<file path="config.mk">
export PLATFORM = sky130hd
export DESIGN_NAME = murmur3_32_hash
export DESIGN_NICKNAME = d
export VERILOG_FILES = /design/src/sv/mm3_pkg.sv /design/src/sv/mm3_front.sv /design/src/sv/mm3_fifo.sv /design/src/sv/mm3_back.sv /design/src/sv/murmur3_32_hash.sv
export SDC_FILE = /design/constraint.sdc
export NUM_CORES = 2
export LEC_CHECK = 0
export BUFFER_PORTS_ARGS = -buffer_cell sky130_fd_sc_hd__buf_2
export CAP_MARGIN = 5
export CORE_MARGIN = 1
export CORE_UTILIZATION = 50
export DETAILED_ROUTE_END_ITERATION = 8
export HOLD_SLACK_MARGIN = 0.15
export PLACE_DENSITY = 0.66
export SLEW_MARGIN = 20
export SYNTH_ARGS = -nofsm -noshare
export SYNTH_HDL_FRONTEND = slang
export SYNTH_SLANG_ARGS = --single-unit
</file>
<file path="constraint.sdc">
create_clock -name clk -period 9.4 [get_ports clk]
set_clock_uncertainty 0.2 [all_clocks]
set_input_delay 0.47 -clock clk [delete_from_list [all_inputs] [get_ports clk]]
set_output_delay 0.47 -clock clk [all_outputs]
set_load 0.01 [all_outputs]
</file>
<file path="src/sv/mm3_pkg.sv">
// Shared constants, queue entry type and helpers for the murmur3 hash block.
// No dependencies.
`default_nettype none

package mm3_pkg;

	localparam logic [31:0] MM_C1 = 32'hcc9e2d51;
	localparam logic [31:0] MM_C2 = 32'h1b873593;
	localparam logic [31:0] MM_N  = 32'he6546b64;
	localparam logic [31:0] MM_F1 = 32'h85ebca6b;
	localparam logic [31:0] MM_F2 = 32'hc2b2ae35;

	localparam logic [31:0] SEED_RESET = 32'h12345678;

	// register index of hash_seed
	localparam logic REG_SEED = 1'b0;

	localparam logic [2:0] WORD_BYTES = 3'd4;

	// scrambled word handed from front to back
	typedef struct packed {
		logic [31:0] k;
		logic [2:0]  cnt;
		logic        last;
	} entry_t;

	function automatic logic [31:0] rotl32(input logic [31:0] x, input int unsigned r);
		rotl32 = (x << r) | (x >> (32 - r));
	endfunction

endpackage

`default_nettype wire

</file>
<file path="src/sv/mm3_front.sv">
// Front end: accepts key words, masks the tail and runs the two-multiply scramble.
// Uses mm3_pkg; feeds mm3_fifo.
`default_nettype none

module mm3_front (
	input  wire logic           clk,
	input  wire logic           arst_n,
	input  wire logic           push,
	output logic                full,
	input  wire logic [31:0]    key_word,
	input  wire logic [2:0]     byte_count,
	input  wire logic           last_word,
	output logic                q_push,
	output mm3_pkg::entry_t     q_entry,
	input  wire logic           q_full
);

	logic        v_s1, v_s2;
	logic [31:0] prod_s1;
	logic [2:0]  cnt_s1;
	logic        last_s1;
	logic [31:0] k_s2;
	logic [2:0]  cnt_s2;
	logic        last_s2;

	logic        s1_ready, s2_ready, take, adv1;
	logic [2:0]  cnt_eff;
	logic [31:0] mask, masked;

	assign s2_ready = !v_s2 || !q_full;
	assign s1_ready = !v_s1 || s2_ready;
	assign full     = !s1_ready;
	assign take     = push && s1_ready;
	assign adv1     = v_s1 && s2_ready;

	// body words always count as four bytes; oversize tail counts saturate
	assign cnt_eff = !last_word ? mm3_pkg::WORD_BYTES :
		((byte_count > mm3_pkg::WORD_BYTES) ? mm3_pkg::WORD_BYTES : byte_count);

	always_comb begin
		case (cnt_eff)
			3'd0: mask = 32'h00000000;
			3'd1: mask = 32'h000000ff;
			3'd2: mask = 32'h0000ffff;
			3'd3: mask = 32'h00ffffff;
			default: mask = 32'hffffffff;
		endcase
	end

	assign masked = key_word & mask;

	always_ff @(posedge clk or negedge arst_n) begin
		if (!arst_n) begin
			v_s1 <= 1'b0;
			v_s2 <= 1'b0;
		end else begin
			v_s1 <= take || (v_s1 && !s2_ready);
			v_s2 <= adv1 || (v_s2 && q_full);
		end
	end

	always_ff @(posedge clk) begin
		if (take) begin
			prod_s1 <= masked * mm3_pkg::MM_C1;
			cnt_s1  <= cnt_eff;
			last_s1 <= last_word;
		end
		if (adv1) begin
			k_s2    <= mm3_pkg::rotl32(prod_s1, 15) * mm3_pkg::MM_C2;
			cnt_s2  <= cnt_s1;
			last_s2 <= last_s1;
		end
	end

	assign q_push  = v_s2 && !q_full;
	assign q_entry = '{k: k_s2, cnt: cnt_s2, last: last_s2};

endmodule

`default_nettype wire

</file>
<file path="src/sv/mm3_fifo.sv">
// Short queue of scrambled words between front and back ends.
// Uses mm3_pkg::entry_t.
`default_nettype none

module mm3_fifo #(
	parameter int DEPTH = 4
) (
	input  wire logic            clk,
	input  wire logic            arst_n,
	input  wire logic            push,
	input  wire mm3_pkg::entry_t push_entry,
	output logic                 full,
	input  wire logic            pop,
	output mm3_pkg::entry_t      pop_entry,
	output logic                 empty
);

	localparam int PTR_W = (DEPTH > 1) ? $clog2(DEPTH) : 1;
	localparam int CNT_W = $clog2(DEPTH + 1);
	localparam logic [PTR_W-1:0] LAST_PTR = PTR_W'(DEPTH - 1);
	localparam logic [CNT_W-1:0] FULL_CNT = CNT_W'(DEPTH);

	mm3_pkg::entry_t  mem_q [DEPTH];
	logic [PTR_W-1:0] wr_q, rd_q;
	logic [CNT_W-1:0] cnt_q;
	logic             do_push, do_pop;

	assign full    = (cnt_q == FULL_CNT);
	assign empty   = (cnt_q == '0);
	assign do_push = push && !full;
	assign do_pop  = pop && !empty;

	always_ff @(posedge clk or negedge arst_n) begin
		if (!arst_n) begin
			wr_q  <= '0;
			rd_q  <= '0;
			cnt_q <= '0;
		end else begin
			if (do_push)
				wr_q <= (wr_q == LAST_PTR) ? '0 : wr_q + PTR_W'(1);
			if (do_pop)
				rd_q <= (rd_q == LAST_PTR) ? '0 : rd_q + PTR_W'(1);
			if (do_push && !do_pop)
				cnt_q <= cnt_q + CNT_W'(1);
			else if (do_pop && !do_push)
				cnt_q <= cnt_q - CNT_W'(1);
		end
	end

	always_ff @(posedge clk) begin
		if (do_push)
			mem_q[wr_q] <= push_entry;
	end

	assign pop_entry = mem_q[rd_q];

endmodule

`default_nettype wire

</file>
<file path="src/sv/mm3_back.sv">
// Back end: folds scrambled words into the running hash, finalizes each key
// and holds the result for the consumer. Uses mm3_pkg; fed by mm3_fifo.
`default_nettype none

module mm3_back (
	input  wire logic            clk,
	input  wire logic            arst_n,
	input  wire logic            cfg_load,
	input  wire logic [31:0]     seed,
	input  wire logic            q_empty,
	input  wire mm3_pkg::entry_t q_entry,
	output logic                 q_pop,
	output logic                 empty,
	input  wire logic            pop,
	output logic [31:0]          hash_value
);

	typedef enum logic [1:0] {
		ST_RUN,
		ST_MIX1,
		ST_MIX2,
		ST_EMIT
	} state_t;

	state_t      state_q;
	logic [31:0] h_q, len_q, fin_q, out_q;
	logic        out_valid_q;

	logic [31:0] rot, folded, h_new, len_new, mix1, mix2, mix3;
	logic        out_take, out_load;

	assign q_pop    = (state_q == ST_RUN) && !q_empty;
	assign out_take = pop && out_valid_q;
	assign out_load = (state_q == ST_EMIT) && (!out_valid_q || out_take);

	assign rot     = mm3_pkg::rotl32(h_q ^ q_entry.k, 13);
	assign folded  = (rot << 2) + rot + mm3_pkg::MM_N;
	// a four-byte final word folds like a body word; shorter tails only XOR in
	assign h_new   = (q_entry.cnt == mm3_pkg::WORD_BYTES) ? folded : (h_q ^ q_entry.k);
	assign len_new = len_q + {29'd0, q_entry.cnt};

	assign mix1 = fin_q ^ (fin_q >> 16);
	assign mix2 = fin_q ^ (fin_q >> 13);
	assign mix3 = fin_q ^ (fin_q >> 16);

	always_ff @(posedge clk or negedge arst_n) begin
		if (!arst_n) begin
			state_q     <= ST_RUN;
			h_q         <= mm3_pkg::SEED_RESET;
			len_q       <= '0;
			fin_q       <= '0;
			out_q       <= '0;
			out_valid_q <= 1'b0;
		end else begin
			if (cfg_load) begin
				h_q   <= seed;
				len_q <= '0;
			end else if (q_pop) begin
				if (q_entry.last) begin
					fin_q   <= h_new ^ len_new;
					h_q     <= seed;
					len_q   <= '0;
					state_q <= ST_MIX1;
				end else begin
					h_q   <= h_new;
					len_q <= len_new;
				end
			end

			case (state_q)
				ST_MIX1: begin
					fin_q   <= mix1 * mm3_pkg::MM_F1;
					state_q <= ST_MIX2;
				end
				ST_MIX2: begin
					fin_q   <= mix2 * mm3_pkg::MM_F2;
					state_q <= ST_EMIT;
				end
				ST_EMIT: begin
					if (out_load)
						state_q <= ST_RUN;
				end
				default: ;
			endcase

			if (out_load) begin
				out_q       <= mix3;
				out_valid_q <= 1'b1;
			end else if (out_take) begin
				out_valid_q <= 1'b0;
			end
		end
	end

	assign empty      = !out_valid_q;
	assign hash_value = out_q;

endmodule

`default_nettype wire

</file>
<file path="src/sv/murmur3_32_hash.sv">
// Top level of the 32-bit murmur3 hash block: APB seed register plus
// front end, queue and back end. Uses mm3_pkg, mm3_front, mm3_fifo, mm3_back.
//
// Keys stream in as little-endian 32-bit words through a queue-style port
// (push/full); the word flagged last_word carries 0 to 4 bytes and closes
// the key, and its 32-bit hash appears on the result side (empty/pop). The
// front end takes one word per cycle while full is low and scrambles it in a
// two-stage multiply pipeline; the back end folds body words at one per cycle
// while in its run state. Each key end holds the back end through its finish
// sequence: fold, two avalanche multiplies and an output load that waits while
// the previous hash is still unpopped. The hash_seed
// register sits at address 0; writing it restarts any key in progress and
// must only be done while the block is idle.
`default_nettype none

module murmur3_32_hash #(
	parameter int QUEUE_DEPTH = 4
) (
	input  wire logic        clk,
	input  wire logic        arst_n,
	input  wire logic        push,
	output logic             full,
	input  wire logic [31:0] key_word,
	input  wire logic [2:0]  byte_count,
	input  wire logic        last_word,
	output logic             empty,
	input  wire logic        pop,
	output logic [31:0]      hash_value,
	input  wire logic        psel,
	input  wire logic        penable,
	input  wire logic        pwrite,
	input  wire logic [2:0]  paddr,
	input  wire logic [31:0] pwdata,
	output logic [31:0]      prdata,
	output logic             pready
);

	logic [31:0]     seed_q, seed_next;
	logic            cfg_load;
	logic            q_push, q_full, q_pop, q_empty;
	mm3_pkg::entry_t q_in, q_out;

	assign pready   = 1'b1;
	assign cfg_load = psel && penable && pwrite && pready && (paddr[2] == mm3_pkg::REG_SEED);
	assign prdata   = (paddr[2] == mm3_pkg::REG_SEED) ? seed_q : '0;
	// the value being written takes effect at once on a seed write
	assign seed_next = cfg_load ? pwdata : seed_q;

	always_ff @(posedge clk or negedge arst_n) begin
		if (!arst_n)
			seed_q <= mm3_pkg::SEED_RESET;
		else if (cfg_load)
			seed_q <= pwdata;
	end

	mm3_front u_front (
		.clk        (clk),
		.arst_n     (arst_n),
		.push       (push),
		.full       (full),
		.key_word   (key_word),
		.byte_count (byte_count),
		.last_word  (last_word),
		.q_push     (q_push),
		.q_entry    (q_in),
		.q_full     (q_full)
	);

	mm3_fifo #(
		.DEPTH (QUEUE_DEPTH)
	) u_fifo (
		.clk        (clk),
		.arst_n     (arst_n),
		.push       (q_push),
		.push_entry (q_in),
		.full       (q_full),
		.pop        (q_pop),
		.pop_entry  (q_out),
		.empty      (q_empty)
	);

	mm3_back u_back (
		.clk        (clk),
		.arst_n     (arst_n),
		.cfg_load   (cfg_load),
		.seed       (seed_next),
		.q_empty    (q_empty),
		.q_entry    (q_out),
		.q_pop      (q_pop),
		.empty      (empty),
		.pop        (pop),
		.hash_value (hash_value)
	);

endmodule

`default_nettype wire

</file>
After elaboration in Yosys (flattened, before gate mapping). Memories as Yosys holds them, arrays and structs flattened. Cells that the tools add are included.

Add/sub/neg operators: 7. Multipliers: 4. Divide/modulo/power cells: 0. Order comparisons: 1. Equal/unequal tests: 11. Shifts and indexed selects: 0. Muxes and demuxes: 29. Bitwise gates (word level): 8. Reduce and logical (&&, ||, !) cells: 38.

Operators with widths (count): 32-bit two-way mux (12); 32-bit case mux with 4 select lines (1); 32-bit by 31-bit multiplier with 32-bit output (second input constant) (2); 32-bit case mux with 2 select lines (1); 32-bit bitwise XOR (2); 32-bit by 3-bit adder with 32-bit output (1); 32-bit adder (1); 32-bit adder (second input constant) (1); 32-bit AND (1); 32-bit by 29-bit multiplier with 32-bit output (second input constant) (1); 32-bit by 32-bit multiplier with 32-bit output (second input constant) (1); 32-bit by 13-bit OR with 32-bit output (1); 32-bit by 15-bit OR with 32-bit output (1); 32-bit by 16-bit bitwise XOR with 32-bit output (1); 32-bit by 19-bit bitwise XOR with 32-bit output (1); 1-bit logical AND (15); 2-bit two-way mux (6); 3-bit two-way mux (4); 1-bit zero test (9); 2-bit equality test (second input constant) (4); 3-bit by 2-bit equality test with 1-bit output (second input constant) (2); 3-bit equality test (second input constant) (2); 3-bit zero test (2); 2-bit case mux with 3 select lines (1); other kinds (14) (25).

Register bits: 244. Bits in latches: 0. Memory bits (writable): 144. Memory bits (read-only): 0. Input bits: 78. Output and inout bits: 67. Logic and storage cells: 117. Memories: 1.

Memories: u_fifo.mem_q (words 4, bits a word 36, rd ports 1, clocked after memory_dff 0, write ports 1, line mm3_fifo.sv:23) `mm3_pkg::entry_t mem_q [DEPTH];`.

Logic depth before layout (Yosys ltp). An unclocked memory read counts as a cell.

Word-level depth: 11. Depth in mapped cells: 28. Mapped depth without buffers: 27.

Modules after synthesis. From an unflattened synthesis, not the netlist that was laid out.

Cells, all modules: 5123. Area total of the unflattened synthesis: 53000.8 um^2.

By module, submodules not included: mm3_back (times used 1, cells each 2930, area each 26953.4 um^2, seq. area each 3294.4 um^2); mm3_front (times used 1, cells each 1862, area each 18824.3 um^2, seq. area each 2212.1 um^2); mm3_fifo (times used 1, cells each 225, area each 5652.9 um^2, seq. area each 4499.3 um^2); murmur3_32_hash (times used 1, cells each 106, area each 1570.3 um^2, seq. area each 817.0 um^2).

Least setup slack after synthesis. No wires, ideal clock.

Path kind: register to register. From: register u_back.fin_q[29]. To: register u_back.fin_q[30]. Setup time: 141 ps. Arrival: 6843 ps. Data required time: 9059 ps. Slack: 2215 ps. Cell stages (with the launch flop): 28. Path buffers: 0. Clock period less this slack: 7185 ps. Cells stage by stage: dfrtp_1 -> xnor2_1 -> inv_1 -> ha_1 -> ha_1 -> inv_1 -> fa_1 -> inv_1 -> fa_1 -> inv_1 -> fa_1 -> inv_1 -> fa_1 -> fa_1 -> inv_1 -> fa_1 -> inv_1 -> ha_1 -> a21o_1 -> a31oi_1 -> o21a_1 -> o21bai_1 -> a221o_2 -> a31oi_1 -> a21oi_1 -> xor2_1 -> a221oi_1 -> a221oi_1.

Cells in the longest elaborated chain, start to end: 3. Elaborated cells between the ends (all ways): 5. Classes of those cells: mul: 2; mux: 1; bitwise: 2.

Ends and longest elaborated chain: from (decl) (line mm3_back.sv:26) `logic [31:0] h_q, len_q, fin_q, out_q;`; from (signal assigned) (line mm3_back.sv:60) `fin_q <= h_new ^ len_new;`; from (signal assigned) (line mm3_back.sv:72) `fin_q <= mix1 * mm3_pkg::MM_F1;`; from (signal assigned) (line mm3_back.sv:76) `fin_q <= mix2 * mm3_pkg::MM_F2;`; 32-bit by 16-bit bitwise XOR with 32-bit output (line mm3_back.sv:42) `assign mix1 = fin_q ^ (fin_q >> 16);`; net u_back.mix1[13] (line mm3_back.sv:29) `logic [31:0] rot, folded, h_new, len_new, mix1, mix2, mix3;`; 32-bit by 32-bit multiplier with 32-bit output (line mm3_back.sv:72); 32-bit case mux with 2 select lines (line mm3_back.sv:70) `case (state_q)`.

The timed path passes the listed nets, and every way through them passes these cells. A chain may end at the register's enable or synchronous reset.

Worst setup path in the final report.
From: register u_back.fin_q[22]. To: register u_back.fin_q[29].

Cells in the longest elaborated chain, start to end: 3. Elaborated cells between the ends (all ways): 5. Classes of those cells: mul: 2; mux: 1; bitwise: 2.

Ends and longest elaborated chain (line): 32-bit by 19-bit bitwise XOR with 32-bit output / 32-bit by 16-bit bitwise XOR with 32-bit output (equally long branches) (mm3_back.sv:43, mm3_back.sv:42); 32-bit by 31-bit multiplier with 32-bit output / 32-bit by 32-bit multiplier with 32-bit output (equally long branches) (mm3_back.sv:76, mm3_back.sv:72); 32-bit case mux with 2 select lines * (mm3_back.sv:70).

Mark *: on every way between the ends. The rest lies on a longest branch, timed or not.

==> impl_metrics.tcl <==
set metrics [dict create \
    outcome "finished, final reports clean" \
    cp-startpoint "u_back.fin_q[22]$_DFFE_PN0P_" \
    hp-class "in2async" \
    critPathCaptureType "flop" \
    portBuffers 141 \
    synthTopCellsByArea "fa_1, ha_1, edfxtp_1" \
    final_cell_mix "inv_1, ha_1, fa_1" \
    gr-total-overflow 0 \
    synth_edf_count 216 \
    tightestPinTransition_ps 1170 \
    tns_ps 0 \
    clk_pin_slew_ps 70 \
    cp-start-kind "flop" \
    stdcell_count 6759 \
    drt-total-wl_mm 140 \
    viasPerCell 5.32 \
    path_max_fanout 9 \
    vias 35943 \
    gp_congestion 0.965 \
    r2r-start "u_back.fin_q[22]$_DFFE_PN0P_" \
    path_class "reg2reg" \
    finalHoldViolCount 0 \
    root_buffer "clkbuf_16" \
    setup_viol 0 \
    num_io_pins 145 \
    drtIter0Drc 2259 \
    area_growth_syn_to_layout_pct 8.39 \
    cts_tree "yes" \
    antenna_found_initial 0 \
    die_x_um 326 \
    rsz0062_at_grt "no" \
    synth.top_cell.area_share 0.277 \
    fin_util 0.549 \
    core_area_um2 104000 \
    start_util 0.507 \
    mostFrequentLayoutCell "inv_1" \
    drtAntennaViolNets 0 \
    grt_usage 0.269 \
    ff_latch_area_um2 10800 \
    layout-drive-gt1-share 0.0697 \
    dr.pass1.iters 5 \
    fill_cells 9110 \
    max_cap_viol_count 0 \
    syn_area_um2 52600 \
    nNetsFinal 6939 \
    clk_latency_ps 640 \
    dp_hpwl_mm 117 \
    cts_sinks 388 \
    maxSlewViolCount 0 \
    post_cts_resized 0 \
    syn_nets 6759 \
    syn_area_per_cell_um2 10.2 \
    async_flop_share 0.443 \
    multi_input_area_um2 36400 \
    synth_cell_types 92 \
    syn_inst 5161 \
    grt_first_pass_wirelength_mm 219 \
    grt_pass1_vias 37267 \
    relSlewSlack 0.215 \
    wl_per_cell_um 20.8 \
    fin_crit_ps 8010 \
    worst_ep_required_time_ps 9670 \
    synth_ff_type "edfxtp_1" \
    die-area_um2 107000 \
    clk_path_buf_depth 3 \
    rows 118 \
    cts_inserted_buffers 45 \
    drc 0 \
    ys_warn_count 0 \
    place_inst 6634 \
    fmax_mhz 125 \
    grt_max_degree 64 \
    die_h_um 326 \
    htree_num_levels 2 \
    synth_seq_cells 388 \
    ys_seq_area_frac 0.206 \
    period_share 0.852 \
    synth.largest_area_cell "fa_1" \
    cp.arrival_ps 8270 \
]
[cells in the mapped netlist (34+ instances only)]
cell type,instances
nor3_1,34
and3_1,45
nand2_1,339
dfrtp_1,146
clkbuf_1,73
xor2_1,103
mux4_2,36
inv_1,1329
a21oi_1,140
o21ai_0,163
nor2_1,156
nor2b_1,52
ha_1,792
a21o_1,52
edfxtp_1,216
xnor2_1,291
fa_1,728
[flip-flops by register name, summed over array words and instances (netlist names), 32 cells and up]
signal             cells
u_back.len_q          32
u_fifo.mem_q         144
seed_q                32
u_back.h_q            32
u_front.k_s2          32
u_front.prod_s1       32
u_back.hash_value     32
u_back.fin_q          32
[logic make-up (layout without fill, tap and decap cells)]
logic type      count (synthesis)  in the layout  synth area share
compound gates                602            602            0.0740
xor+xnor                      394            394            0.0655
simple gates                  763            763            0.0667
buf+inv                      1433           1650             0.103
mux                            60             60            0.0202
flops                         388            388             0.206
fa+ha+maj                    1520           1520             0.465
other cells                     1              2         0.0000712
[routing by layer]
metal,vias to the layer above,GRT usage,part of all wire
met1,17848,0.376,0.44
met3,246,0.0331,0.056
li1,16728,-,-
met4,0,0.0930,0.039
met2,1121,0.435,0.47
met5,-,0,0
[path summary, 6_finish.rpt]
check	endpoint	slack, ps	depth (start not counted)
worst min-delay path	seed_q[1]$_DFF_PN0_	190	2
min in group clk	u_front.cnt_s2[2]$_DFFE_PP_	220	0
max in group asynchronous	u_fifo.rd_q[0]$_DFFE_PN0P_	7410	3
worst max register to register	u_back.fin_q[29]$_DFFE_PN0P_	1390	25
worst max-delay path	u_back.fin_q[29]$_DFFE_PN0P_	1390	25
worst min register to register	u_front.cnt_s2[2]$_DFFE_PP_	220	0
[what timing repair did]
action                                 in CTS  in global routing
buffers inserted                            0                  0
hold buffers                               39                  0
endpoints found under the hold margin     125                  0
[metrics by stage]
step / hold slack [ps] / cell area [um2] / worst slack [ps]
final: 194 / 57100 / 1390
after detailed placement: 209 / 55100 / 1370
after CTS: 193 / 57000 / 1460
after floorplan: -25.6 / 52600 / 2220
after global placement: 207 / 55100 / 1460
after global routing: 230 / 57100 / 979
[worst max-delay path: stages, from the launching register on]
cell and delay (ps):
dfrtp_1 390, buf_4 210, xnor2_1 520, inv_1 230, ha_1 440, inv_1 80, fa_1 390, inv_1 100
fa_1 410, fa_1 490, fa_1 520, inv_1 60, fa_1 530, inv_1 50, fa_1 490, fa_1 420
ha_1 350, a21o_1 210, a211o_1 320, nor2_1 90, o21ai_0 310, a31oi_1 290, or3_1 130, o2111ai_1 140
a221oi_1 360, o22ai_1 140
[cell type report]
| type | instances | share of cell area |
|---|---|---|
| well taps | 1380 | 0.0303 |
| inverters | 1331 | 0.0876 |
| clock inverters | 23 | 0.00489 |
| flip-flops and latches | 388 | 0.190 |
| repair buffers | 235 | 0.0269 |
| multi-input cells | 3340 | 0.639 |
| diodes | 1 | 0.0000439 |
| clock buffers | 61 | 0.0220 |
Power is not shown: default switching activity piles up to over one toggle a cycle in this logic, so the estimate is an artifact.
